==> src/hw/rtl/msat_pkg.sv <==
// Types and constants shared by the alarm timer modules.
`default_nettype none

package msat_pkg;

    localparam int unsigned NUM_SLOTS_DEF = 16;
    localparam int unsigned TIME_W        = 64;
    localparam int unsigned SLOT_W        = 6;
    localparam int unsigned MASK_W        = 64;
    localparam int unsigned ID_W          = 8;
    localparam int unsigned OP_W          = 3;
    localparam int unsigned STATUS_W      = 2;
    localparam int unsigned NS_PER_US     = 1000;

    // Input operation codes
    localparam logic [OP_W-1:0] OP_TICK       = 3'd0;
    localparam logic [OP_W-1:0] OP_CREATE_ABS = 3'd1;
    localparam logic [OP_W-1:0] OP_CREATE_REL = 3'd2;
    localparam logic [OP_W-1:0] OP_QUERY      = 3'd3;
    localparam logic [OP_W-1:0] OP_DESTROY    = 3'd4;

    // Result status codes
    localparam logic [STATUS_W-1:0] ST_OK      = 2'd0;
    localparam logic [STATUS_W-1:0] ST_PAST    = 2'd1;
    localparam logic [STATUS_W-1:0] ST_FULL    = 2'd2;
    localparam logic [STATUS_W-1:0] ST_INVALID = 2'd3;

    // Slot modes
    localparam logic [1:0] MODE_FREE    = 2'd0;
    localparam logic [1:0] MODE_ARMED   = 2'd1;
    localparam logic [1:0] MODE_EXPIRED = 2'd2;

    // Commands broadcast to the cells
    localparam logic [2:0] CMD_NONE    = 3'd0;
    localparam logic [2:0] CMD_TICK    = 3'd1;
    localparam logic [2:0] CMD_CREATE  = 3'd2;
    localparam logic [2:0] CMD_QUERY   = 3'd3;
    localparam logic [2:0] CMD_DESTROY = 3'd4;

    typedef struct packed {
        logic [2:0]        code;
        logic [TIME_W-1:0] key;   // deadline for create
        logic [TIME_W-1:0] now;
        logic [ID_W-1:0]   id;
    } slot_cmd_t;

    // Token walking down the cell row, one cell per cycle
    typedef struct packed {
        logic              active;
        logic              hit;
        logic [SLOT_W-1:0] slot;
        logic [TIME_W-1:0] left;
        logic [MASK_W-1:0] mask;
    } slot_tok_t;

endpackage

`default_nettype wire

==> src/hw/rtl/msat_cell.sv <==
// One alarm slot: holds its mode and deadline, acts when the token passes.
`default_nettype none

module msat_cell
    import msat_pkg::*;
#(
    parameter int unsigned IDX = 0
)
(
    input  wire logic      clk,
    input  wire logic      rst_n,
    input  wire slot_cmd_t cmd,
    input  wire slot_tok_t tok_in,
    output slot_tok_t      tok_out
);

    logic [1:0]        mode_reg, mode_next;
    logic [TIME_W-1:0] deadline_reg, deadline_next;
    slot_tok_t         tok_reg, tok_next;
    logic              due;
    logic              id_hit;
    logic              live;

    always_comb
    begin
        due           = (deadline_reg <= cmd.now);
        id_hit        = (cmd.id == ID_W'(IDX));
        live          = (mode_reg == MODE_ARMED) || (mode_reg == MODE_EXPIRED);
        mode_next     = mode_reg;
        deadline_next = deadline_reg;
        tok_next      = tok_in;
        if (tok_in.active)
        begin
            unique case (cmd.code) inside
                CMD_TICK:
                begin
                    if (mode_reg == MODE_ARMED && due)
                    begin
                        mode_next          = MODE_EXPIRED;
                        tok_next.mask[IDX] = 1'b1;
                    end
                end
                CMD_CREATE:
                begin
                    // first free cell along the row takes it
                    if (!tok_in.hit && !live)
                    begin
                        mode_next     = MODE_ARMED;
                        deadline_next = cmd.key;
                        tok_next.hit  = 1'b1;
                        tok_next.slot = SLOT_W'(IDX);
                    end
                end
                CMD_QUERY, CMD_DESTROY:
                begin
                    if (id_hit && live)
                    begin
                        tok_next.hit = 1'b1;
                        if (mode_reg == MODE_EXPIRED)
                            tok_next.left = '0;
                        else if (due)
                            tok_next.left = TIME_W'(1);
                        else
                            tok_next.left = deadline_reg - cmd.now;
                        if (cmd.code == CMD_DESTROY)
                            mode_next = MODE_FREE;
                    end
                end
                default: ;
            endcase
        end
    end

    always_ff @(posedge clk or negedge rst_n)
    begin
        if (!rst_n)
        begin
            mode_reg <= MODE_FREE;
            tok_reg  <= '0;
        end
        else
        begin
            mode_reg <= mode_next;
            tok_reg  <= tok_next;
        end
    end

    always_ff @(posedge clk)
    begin
        deadline_reg <= deadline_next;
    end

    assign tok_out = tok_reg;

endmodule

`default_nettype wire

==> config.mk <==
export PLATFORM = sky130hd
export DESIGN_NAME = msat_cell
export DESIGN_NICKNAME = d
export VERILOG_FILES = /design/src/hw/rtl/msat_pkg.sv /design/src/hw/rtl/msat_cell.sv
export SDC_FILE = /design/constraint.sdc
export NUM_CORES = 1
export LEC_CHECK = 0
export ABC_AREA = 1
export BUFFER_PORTS_ARGS = -buffer_cell sky130_fd_sc_hd__buf_4
export CAP_MARGIN = 20
export CORE_ASPECT_RATIO = 2
export CORE_MARGIN = 4
export CORE_UTILIZATION = 30
export CTS_BUF_LIST = sky130_fd_sc_hd__clkbuf_4 sky130_fd_sc_hd__clkbuf_8 sky130_fd_sc_hd__clkbuf_16
export DETAILED_ROUTE_END_ITERATION = 16
export HOLD_SLACK_MARGIN = 0.1
export SYNTH_ARGS = -nofsm -noshare
export SYNTH_HDL_FRONTEND = slang
export SYNTH_SLANG_ARGS = --single-unit
==> constraint.sdc <==
create_clock -name clk -period 12.3 [get_ports clk]
set_input_delay 0 -clock clk [delete_from_list [all_inputs] [get_ports clk]]
set_output_delay 0 -clock clk [all_outputs]
set_load 0.02 [all_outputs]
# Yosys cells after proc, flatten, opt, wreduce, memory -nomap -nowiden

Index checks and enable logic that the tools add are counted.

Bits in registers: 202
Output and inout bits: 136
Word-level logic and storage cells: 47

Add/subtract/negate cells: 1
$lt $le $gt $ge: 1
Eq/ne operators: 10
Multiplexer cells: 17
Reduce and logical (&&, ||, !) cells: 11

Operator list:

| kind                                                                    | count |
|---|---|
| 64-bit 2-to-1 mux                                                       | 4 |
| 71-bit 2-to-1 mux                                                       | 1 |
| 64-bit less-or-equal comparator                                         | 1 |
| 64-bit subtractor                                                       | 1 |
| 8-bit zero test                                                         | 1 |
| 2-bit 2-to-1 mux                                                        | 4 |
| 7-bit 2-to-1 mux                                                        | 1 |
| 3-bit by 2-bit equality test with 1-bit output, second input constant   | 2 |
| 6-bit 2-to-1 mux                                                        | 1 |
| 2-bit one-hot mux with 3 select lines                                   | 1 |
| 6-bit AND reduction                                                     | 1 |
| 1-bit 2-to-1 mux                                                        | 4 |
| 2-bit by 1-bit inequality test with 1-bit output, second input constant | 2 |
| 2-bit inequality test, second input constant                            | 2 |
| 3-bit by 1-bit equality test with 1-bit output, second input constant   | 1 |
| 3-bit equality test, second input constant                              | 1 |
| 1-bit logical AND                                                       | 3 |
| 3-bit AND reduction                                                     | 1 |
| 3-bit nonzero test                                                      | 1 |
| 2-bit by 1-bit equality test with 1-bit output, second input constant   | 1 |
| 2-bit equality test, second input constant                              | 1 |
| 1-bit zero test                                                         | 2 |
| 1-bit one-hot mux with 2 select lines                                   | 1 |
| 2-bit OR reduction                                                      | 1 |
| 1-bit logical OR                                                        | 1 |

# Depth between registers and ports, before layout

Gate-level depths: netlist of run 1.

Depth in word-level cells: 7
Mapped depth: 20

# Worst setup path after synthesis of run 1

Ideal clock, no wire load.

Path type: register to register
Start: reg mode_reg[0]
End: reg deadline_reg[0] (enable)
Library setup time: 0.497 ns
Arrival: 3.679 ns
Data required time: 11.803 ns
Path slack: 8.124 ns
Stages on the path, launching flop included: 5
Path through: dfrtp_1 > inv_1 > ha_1 > nand3_1 > nor2_1

Word-level cells in the longest chain between the ends: 5
Elaborated cells on any way between the ends: 6

Ends and longest elaborated chain:

| element                                                                               | line            | source |
|---|---|---|
| start: declaration                                                                    | msat_cell.sv:17 | `logic [1:0] mode_reg, mode_next;` |
| start signal: assignment                                                              | msat_cell.sv:83 | `mode_reg <= mode_next;` |
| 2-bit by 1-bit equality test with 1-bit output or 2-bit equality test (tied branches) | msat_cell.sv:28 | `live = (mode_reg == MODE_ARMED) \|\| (mode_reg == MODE_EXPIRED);` |
| 1-bit logical OR (*)                                                                  | msat_cell.sv:28 |  |
| 1-bit zero test (*)                                                                   | msat_cell.sv:46 | `if (!tok_in.hit && !live)` |
| 1-bit logical AND (*)                                                                 | msat_cell.sv:46 |  |
| 3-bit AND reduction (no line) (*)                                                     | --              |  |
| end signal: assignment                                                                | msat_cell.sv:90 | `deadline_reg <= deadline_next;` |
| end: declaration                                                                      | msat_cell.sv:18 | `logic [TIME_W-1:0] deadline_reg, deadline_next;` |

Every way passes the cells marked *; elsewhere a longest branch is shown, timed or not.
A chain may end at the register's enable or synchronous reset.

==> results.cfg, run 1 <==
[synthesis]
ys_types = 38
synth_ff_type = dfrtp_1
yosysTopAreaCellShare_pct = 29.61
async_flop_share_pct = 68.32
synth_area_per_cell_um2 = 7.881
post-synth-top-count-cell = nand2_1
ys_top_cells_by_count = nand2_1, inv_1, nor2_1
synth_edf_count = 64
yosysWarnings = 0
synth_nets = 1824
yosys-top-cells-area = dfrtp_1, edfxtp_1, nand2_1
synth_cells = 1480
netlist_area_mm2 = 0.01166
synth_top_area_cell = dfrtp_1
ys_ff_latch = 202
synth-seq-area-share_pct = 46.08

[timing]
clock.fmax_mhz = 269.4
worstMarginPinSlew_ns = 1.061
period_share_pct = 30.17
slew_violations = 0
hold_viol_final = 0
rsz0062_at_grt = false
finalSetupViolCount = 0
relSlewSlack_pct = 29.24
fin_crit_ns = 3.711
fin_skew_ns = 0.02643
setup-tns-final_ns = 0

[floorplan]
fp.dieH_um = 286.9
core_area_mm2 = 0.03816
rows = 101
io_pins = 413
die-width_um = 147.4
initial_utilization_pct = 30.56
dieArea_mm2 = 0.04229

[power]
clkPwrFrac_pct = 37.6
p_sw_share_pct = 28.60
powerDensity_mw_per_mm2 = 99.83
leakage_nw = 9.095
max-vdd-ir-drop_mv = 0.08160
p_seq_share_pct = 39.5
p_int_mw = 1.323
p_switching_mw = 0.5300
power_frac_comb_pct = 22.9

[setup_path]
start_kind = flip-flop
crit_path_frequent_cell = nand2_1
cp_cell_sequence = inv_1 > ha_1 > fa_1 > inv_1 > nand3_1 > nand2_1 > nand2_1 > nand2_2 > nand2_1 > nand2_2 > nand2_1 > nand2_2 > nand2_1 > nand2_2 > nand2_4 > nor2_8 > inv_4 > o21ai_0 > dlygate4sd3_1
max_stage_delay_ns = 0.58
end_kind = flip-flop
path_buf_inv = 4
crit_type = reg -> reg
critPathTopFamily = simple AND/OR/NAND/NOR gates
crit_fanout = 37
critPathArrivalTime_ns = 4.19
worstPathRequired_ns = 12.78
cpMaxStageDelayCell = dlygate4sd3_1

[place]
gp_congestion = 0.9573
portBuffers = 412
place_hpwl_um = 43260
place_area_mm2 = 0.01535

[route]
postRouteAntennaNets = 0
vias_per_cell = 4.605
drt_iter0_drc = 488
totalWireLength_um = 54150
vias = 12350
drc_errors = 0
dr.pass1.iters = 5
post_drt_wl_per_cell_um = 20.18

[clock_tree]
cts_tree = yes
root_buffer = clkbuf_16
post_cts.repair.setup_buffers = 0
clock_latency_ns = 0.55
max-clock-path-buffers = 3
clock_sinks = 202
clk_pin_slew_ns = 0.08
cts_buffers = 22
cts_htree_levels = 1
cts_resized = 0

[worst_hold_path]
hold_class = in -> reg

[global_routing]
grt_pass1_wl_um = 78300
grt_pass1_vias = 13360
grt_overflow_total = 0
grt_max_degree = 76
antenna_found_initial = 3
grt_usage_pct = 24.79

[run_status]
status = finished, final reports clean

[final_layout]
final_area_mm2 = 0.01856
nets = 2494
layout-drive-gt1-share_pct = 23.88
syn2layout_area_growth_pct = 59.15
largest_register_ffs = 136

[flow_run]
cap_violations = 0
==> layer usage <==
layer / GRT usage [%] / wire length, um / vias to the layer above
li1: - / - / 6031
met4: 16.87 / 4300 / 0
met5: 0 / 0 / -
met2: 52.01 / 31550 / 442
met1: 20.78 / 16300 / 5739
met3: 2.572 / 2004 / 142
==> power by group through the flow <==
stage / Sequential, mW / Combinational [mW] / Clock, mW
finish: 0.731 / 0.425 / 0.697
global route: 0.734 / 0.456 / 0.735
CTS: 0.731 / 0.425 / 0.715
detailed placement: 0.744 / 0.357 / 0
global placement: 0.743 / 0.356 / 0
floorplan: 0.773 / 0.138 / 0
==> final timing paths <==
| path | to | startpoint | depth (start not counted) | slack, ns |
|---|---|---|---|---|
| worst min-delay path | tok_out[7] | tok_in[7] | 2 | 0.11 |
| min in group asynchronous | tok_out[87] | rst_n | 4 | 0.61 |
| worst min register to register | mode_reg[0] | mode_reg[0] | 2 | 0.52 |
| worst max-delay path | tok_out[95] | deadline_reg[0] | 19 | 8.59 |
| max in group asynchronous | tok_out[109] | rst_n | 4 | 10.77 |
| worst max register to register | tok_out[95] | deadline_reg[0] | 19 | 8.59 |
==> area by class of cell <==
type | instances | area (um2)
Antenna cell | 3 | 7.507
Tap cell | 515 | 644.4
Fill cell | 3651 | 19600
Clock buffer | 29 | 626.9
Multi-Input combinational cell | 1025 | 5311
Clock inverter | 10 | 115.1
Inverter | 240 | 903.4
Sequential cell | 202 | 5375
Timing Repair Buffer | 659 | 5579
==> metrics by stage <==
stage               hold WS (ns)  worst slack, ns  util, %  total power, mW  std cells
floorplan                -0.2956            8.124        -           0.9111       1480
global placement         0.04404            9.246    40.23            1.100       2397
detailed placement       0.05510            9.161    40.23            1.101       2397
CTS                       0.1006            8.641    48.62            1.870       2680
global route              0.1040            8.372    48.64            1.924       2683
finish                    0.1112            8.589    48.64            1.853       2683
==> cells in the final DEF, fill, tap and decap left out, types with 4 or more instances in the layout <==
cell type,synthesis,layout
xnor2_1,34,34
a21oi_1,88,88
nor2_2,7,7
dlygate4sd3_1,0,243
o21ai_1,7,7
o21ai_2,30,30
inv_2,8,8
nor2_1,166,165
nand3b_1,9,9
o21a_1,4,4
clkbuf_16,0,23
nand3_1,55,54
nand2_2,7,7
o21ai_0,53,53
clkbuf_4,0,5
nand2_1,438,438
buf_4,2,414
dfrtp_1,138,138
o21bai_1,19,19
ha_1,66,66
inv_1,230,230
edfxtp_1,64,64
nor3_1,13,13
nand4_1,9,9
==> logic make-up after synthesis <==
group           after synthesis  synth area share [%]
simple gates                716                 25.07
buf+inv                     253                 8.485
compound gates              206                 10.41
flops                       202                 46.08
fa+ha+maj                    67                 7.252
xor+xnor                     36                 2.703
==> timing repair <==
item	4_1_cts	5_1_grt
hold buffers	244	0
setup endpoints to repair	0	0
hold endpoints to repair	265	0
(Power assumes the default switching activity.)
==> inputs of run 2 (changes only) <==
ABC_AREA = 0   (was 1)
clock period = 3.08 ns   (was 12.3 ns; I/O delays follow)
==> results.cfg, run 2 <==
[route]
vias = 10820
postRouteAntennaNets = 0
wl_met2_um = 24740
drc_errors = 0
drt_iter0_drc = 422
wl_met3_um = 2229
met1Wirelength_um = 14290
totalWireLength_um = 43900
dr.pass1.iters = 5
vias_per_cell = 4.862
post_drt_wl_per_cell_um = 19.73
topRoutingLayerUsed = met4

[power]
leakage_nw = 8.775
powerDensity_mw_per_mm2 = 384.1
max-vdd-ir-drop_mv = 0.4182

[timing]
hold_viol_final = 0
period_share_pct = 99.81
clock.fmax_mhz = 325.3
relSlewSlack_pct = 37.26
fin_skew_ns = 0.01294
fin_crit_ns = 3.074
setup_ws_ns = 0.005905
finalSetupViolCount = 0
slew_violations = 0
setup-tns-final_ns = 0
worstMarginPinSlew_ns = 0.9412
rsz0062_at_grt = true

[worst_hold_path]
worstHoldStart = tok_in[28]
hold_depth = 2
holdPathEnd = tok_out[28]
hold_class = in -> reg

[flow_run]
cap_violations = 0

[setup_path]
crit_fanout = 7
worstReg2RegEnd = tok_out[66]
max_stage_delay_ns = 0.42
crit_type = reg -> reg
worstPathRequired_ns = 3.48
end_kind = flip-flop
r2r_cells = 14
critPathArrivalTime_ns = 3.48
start_kind = flip-flop
cpMaxStageDelayCell = edfxtp_1
cp_cell_sequence = ha_4 > buf_4 > a21oi_4 > a31oi_4 > o211ai_1 > a211oi_2 > a211oi_2 > a2bb2oi_2 > a21oi_2 > nor2b_4 > nor2b_4 > buf_12 > buf_16 > a32o_1
r2r_setup_slack_ns = 0.006
r2r-start = deadline_reg[19]

[synthesis]
synth_cells = 966
synth_edf_count = 64
async_flop_share_pct = 68.32
ys_ff_latch = 202
synth_area_per_cell_um2 = 10.75
synth-seq-area-share_pct = 51.75
synth_top_area_cell = dfrtp_1
synth_ff_type = dfrtp_1
yosys-top-cells-area = dfrtp_1, edfxtp_1, ha_1
yosysWarnings = 0
yosysTopAreaCellShare_pct = 33.25
synth_nets = 1310
post-synth-top-count-cell = dfrtp_1
ys_types = 65
netlist_area_mm2 = 0.01039
ys_top_cells_by_count = dfrtp_1, inv_1, a21oi_1

[global_routing]
grt_overflow_total = 0
grt_pass1_vias = 11860
grt_pass1_wl_um = 64290
grt_usage_pct = 21.59
antenna_found_initial = 1
grt_max_degree = 96

[final_layout]
largest_register_ffs = 136
final_cell_mix = buf_4, dlygate4sd3_1, dfrtp_1, inv_1, edfxtp_1
nets = 2113
final_area_mm2 = 0.01899
layout_commonest_cell = buf_4
layout-drive-gt1-share_pct = 41.56
syn2layout_area_growth_pct = 82.86
n_fill_cell = 2929

[floorplan]
core_area_mm2 = 0.03423
initial_utilization_pct = 30.34
fp.dieH_um = 271.1
die-width_um = 139.6
dieArea_mm2 = 0.03784
io_pins = 413
rows = 96

[clock_tree]
cts_buffers = 21
max-clock-path-buffers = 3
cts_tree = yes
clk_pin_slew_ns = 0.06
root_buffer = clkbuf_16
cts_htree_levels = 1
clock_latency_ns = 0.52
clock_sinks = 202

[place]
gp_congestion = 0.9328
portBuffers = 412
pre_cts_ws_ns = -0.2328
place_area_mm2 = 0.01521
place_hpwl_um = 32310

[run_status]
status = finished, final reports clean
-- run 2: changes by cell type after synthesis, moves of 17 or more --
cell     before  now
xor2_1        2   21
a31oi_1       1   18
a21o_1        2   28
inv_1       230   83
a22o_1        0   60
o21ai_2      30    0
nor2_1      166   50
nand2_1     438   61
nand3_1      55   18
-- run 2: final cells by class --
| type | instances | area, um2 | share of cell area [%] |
|---|---|---|---|
| timing repair buffer | 815 | 6894 | 36.30 |
| multi-input combinational | 646 | 5187 | 27.31 |
| sequential | 202 | 5375 | 28.30 |
| inverter | 83 | 311.5 | 1.640 |
| clock inverter | 13 | 86.33 | 0.4546 |
| tap | 441 | 551.8 | 2.905 |
| clock buffer | 24 | 583.1 | 3.070 |
| antenna | 1 | 2.502 | 0.01318 |
-- run 2: power breakdown --
part	internal, mW	switching [mW]
Combinational	1.00	0.858
Sequential	2.89	0.0466
Clock	1.37	1.12
Total	5.27	2.02
-- run 2: worst max-delay path by stage --
| stage | startpoint | endpoint | cells after the start |
|---|---|---|---|
| global placement | deadline_reg[9] | tok_out[106] | 14 |
| floorplan | mode_reg[0] | deadline_reg[0] | 6 |
| detailed placement | deadline_reg[19] | tok_out[125] | 11 |
| global route | deadline_reg[19] | tok_out[109] | 14 |
| finish | deadline_reg[19] | tok_out[66] | 14 |
| CTS | deadline_reg[0] | tok_out[120] | 15 |
-- run 2: metal layers --
metal	global-route usage (%)	vias up
met3	3.349	125
li1	-	5117
met2	43.27	423
met5	0	-
met1	20.52	5152
met4	11.23	0
-- run 2: kinds of logic (layout without fill, tap and decap cells) --
kind of cell | after synthesis | count (layout) | synth area share [%]
adder cells (fa/ha/maj) | 67 | 67 | 8.144
buffers and inverters | 118 | 935 | 4.505
AND/OR/NAND/NOR | 225 | 225 | 10.82
other | 0 | 1 | 0
flip-flops | 202 | 202 | 51.75
multiplexers | 1 | 1 | 0.09638
AO/OA/AOI/OAI | 294 | 294 | 19.71
XOR/XNOR | 59 | 59 | 4.975
-- run 2: what timing repair did --
item	CTS	global route
endpoints found under the setup margin	63	63
pin swaps	13	38
hold buffers	212	0
setup buffers	5	10
endpoints found under the hold margin	293	0
cloned	1	8
gates resized for setup	40	81
-- run 2: worst max-delay path, delay by kind of cell (launching register included) --
family | cells | cell delay (ns)
adders and majority gates | 1 | 0.28
AOI/OAI and AO/OA | 8 | 1.54
and+or+nand+nor | 2 | 0.27
DFF | 1 | 0.42
buffers and inverters | 3 | 0.45
-- run 2: per-stage QoR --
step / util (%) / cells / hold slack (ns) / power, mW
finish: 55.48 / 2225 / 0.1288 / 7.295
global route: 55.48 / 2225 / 0.1202 / 7.616
CTS: 53.41 / 2206 / 0.1090 / 7.295
detailed placement: 44.44 / 1951 / 0.1105 / 4.506
global placement: 44.44 / 1951 / 0.1094 / 4.490
floorplan: - / 966 / -0.2956 / 3.654
==> inputs of run 3 (changes only) <==
SETUP_SLACK_MARGIN = 0.4   (was default)
==> results.cfg, run 3 (synthesized netlist as in run 2, its figures left out) <==
[floorplan]
initial_utilization_pct = 30.34
core_area_mm2 = 0.03423
rows = 96
fp.dieH_um = 271.1
io_pins = 413
dieArea_mm2 = 0.03784
die-width_um = 139.6

[timing]
relSlewSlack_pct = 56.01
period_share_pct = 98.03
fin_skew_ns = 0.01582
clock.fmax_mhz = 331.2
worstMarginPinSlew_ns = 0.6538
finalSetupViolCount = 0
fin_crit_ns = 3.019
hold_viol_final = 0
rsz0062_at_grt = true
setup-tns-final_ns = 0
slew_violations = 0

[power]
power_frac_comb_pct = 24.9
p_int_mw = 5.669
power_mw = 7.758
powerDensity_mw_per_mm2 = 399.2
max-vdd-ir-drop_mv = 0.4767
p_seq_share_pct = 38.0
clkPwrFrac_pct = 37.2
leakage_nw = 8.876
p_switching_mw = 2.089
p_sw_share_pct = 26.93

[setup_path]
worstPathRequired_ns = 3.49
cpMaxStageDelayCell = fa_2
crit_path_frequent_cell = buf_4
crit_type = reg -> reg
start_kind = flip-flop
max_stage_delay_ns = 0.34
cp_cell_sequence = inv_1 > ha_4 > fa_2 > nand2b_4 > a21oi_4 > o211ai_1 > buf_4 > a211oi_4 > nor3_2 > buf_4 > o31ai_2 > buf_4 > a31oi_4 > buf_4 > xnor2_1 > a22o_1
critPathArrivalTime_ns = 3.43
end_kind = flip-flop
crit_fanout = 4

[clock_tree]
cts_htree_levels = 1
cts_tree = yes
max-clock-path-buffers = 3
clock_latency_ns = 0.53
clock_sinks = 202
clk_pin_slew_ns = 0.07
cts_buffers = 22
root_buffer = clkbuf_16

[place]
portBuffers = 412
place_hpwl_um = 33690
gp_congestion = 0.8869

[route]
vias_per_cell = 4.879
postRouteAntennaNets = 0
dr.pass1.iters = 5
totalWireLength_um = 45630
drt_iter0_drc = 347
drc_errors = 0
vias = 10830
post_drt_wl_per_cell_um = 20.56

[global_routing]
antenna_found_initial = 1
grt_usage_pct = 22.64
grt_pass1_wl_um = 66510
grt_overflow_total = 0
grt_pass1_vias = 11960
grt_max_degree = 72

[flow_run]
cap_violations = 0

[final_layout]
layout_commonest_cell = buf_4
syn2layout_area_growth_pct = 87.10
final_cell_mix = buf_4, dlygate4sd3_1, dfrtp_1, inv_1, edfxtp_1
largest_register_ffs = 136
layout-drive-gt1-share_pct = 43.14
nets = 2106

[worst_hold_path]
hold_class = in -> reg

[run_status]
status = finished, final reports clean
==> run 3: changes by cell type in the layout (fill, tap and decap cells not counted), moves of 4 or more <==
cell / delta
buf_6: +5
ha_4: +10
buf_4: -14
o21ai_0: -4
a21oi_4: +4
ha_1: -9
a21oi_1: -4
==> run 3: per-stage QoR <==
stage          area, um2  hold WS [ns]  std cells  utilization, %  worst slack (ns)
2_1_floorplan      10490       -0.2956        966               -            0.3439
5_1_grt            19430        0.1156       2220           56.77          -0.05207
3_3_place_gp       15110       0.03857       1928           44.13           -0.1543
4_1_cts            18770        0.1019       2204           54.84           0.03533
6_report           19430        0.1248       2220           56.77           0.06079
3_5_place_dp       15110       0.04923       1928           44.13           -0.1354
==> run 3: final cells by class <==
type                    count  area, um2
diodes                      1      2.502
clock buffers              30      686.9
clock inverters            10      117.6
fillers                  2806      14800
inverters                  83      315.3
multi-input cells         646       5553
flip-flops and latches    202       5375
well taps                 441      551.8
repair buffers            807       6830
==> run 3: layer usage <==
layer	GRT usage (%)	vias up	routed length, um
met4	11.38	0	2630
li1	-	5095	-
met3	2.979	132	2098
met1	21.31	5191	14790
met2	46.20	413	26110
met5	0	-	0
==> run 3: critical path: cells and delay by family (launching register included) <==
family | cells | cell delay, ns
AO/OA/AOI/OAI | 6 | 0.98
XOR/XNOR | 1 | 0.14
adder cells (fa/ha/maj) | 2 | 0.51
buffers and inverters | 5 | 0.74
flip-flops | 1 | 0.33
AND/OR/NAND/NOR | 2 | 0.23
==> run 3: path summary, 6_finish.rpt <==
path                                      start            to  slack, ns  depth (start not counted)
min in group asynchronous                 rst_n   tok_out[98]       0.44                          3
worst max register to register  deadline_reg[0]  tok_out[120]       0.06                         16
worst max-delay path            deadline_reg[0]  tok_out[120]       0.06                         16
worst min register to register      mode_reg[1]   mode_reg[1]       0.55                          2
max in group asynchronous                 rst_n  tok_out[108]       2.01                          4
worst min-delay path                 tok_in[62]   tok_out[62]       0.12                          2
==> run 3: power by group through the flow <==
| stage | clock network, mW | logic [mW] | registers (mW) |
|---|---|---|---|
| 2_1_floorplan | 0 | 0.559 | 3.11 |
| 3_3_place_gp | 0 | 1.51 | 2.99 |
| 3_5_place_dp | 0 | 1.52 | 2.99 |
| 4_1_cts | 2.97 | 1.84 | 2.94 |
| 5_1_grt | 3.06 | 2.06 | 2.95 |
| 6_report | 2.88 | 1.93 | 2.95 |
==> run 3: timing repair <==
| item | in CTS | in global routing |
|---|---|---|
| hold endpoints to repair | 340 | 0 |
| pin swaps | 26 | 31 |
| buffers inserted | 19 | 11 |
| hold buffers | 215 | 0 |
| gates cloned | 2 | 4 |
| setup endpoints to repair | 67 | 122 |
| resized for setup | 85 | 82 |
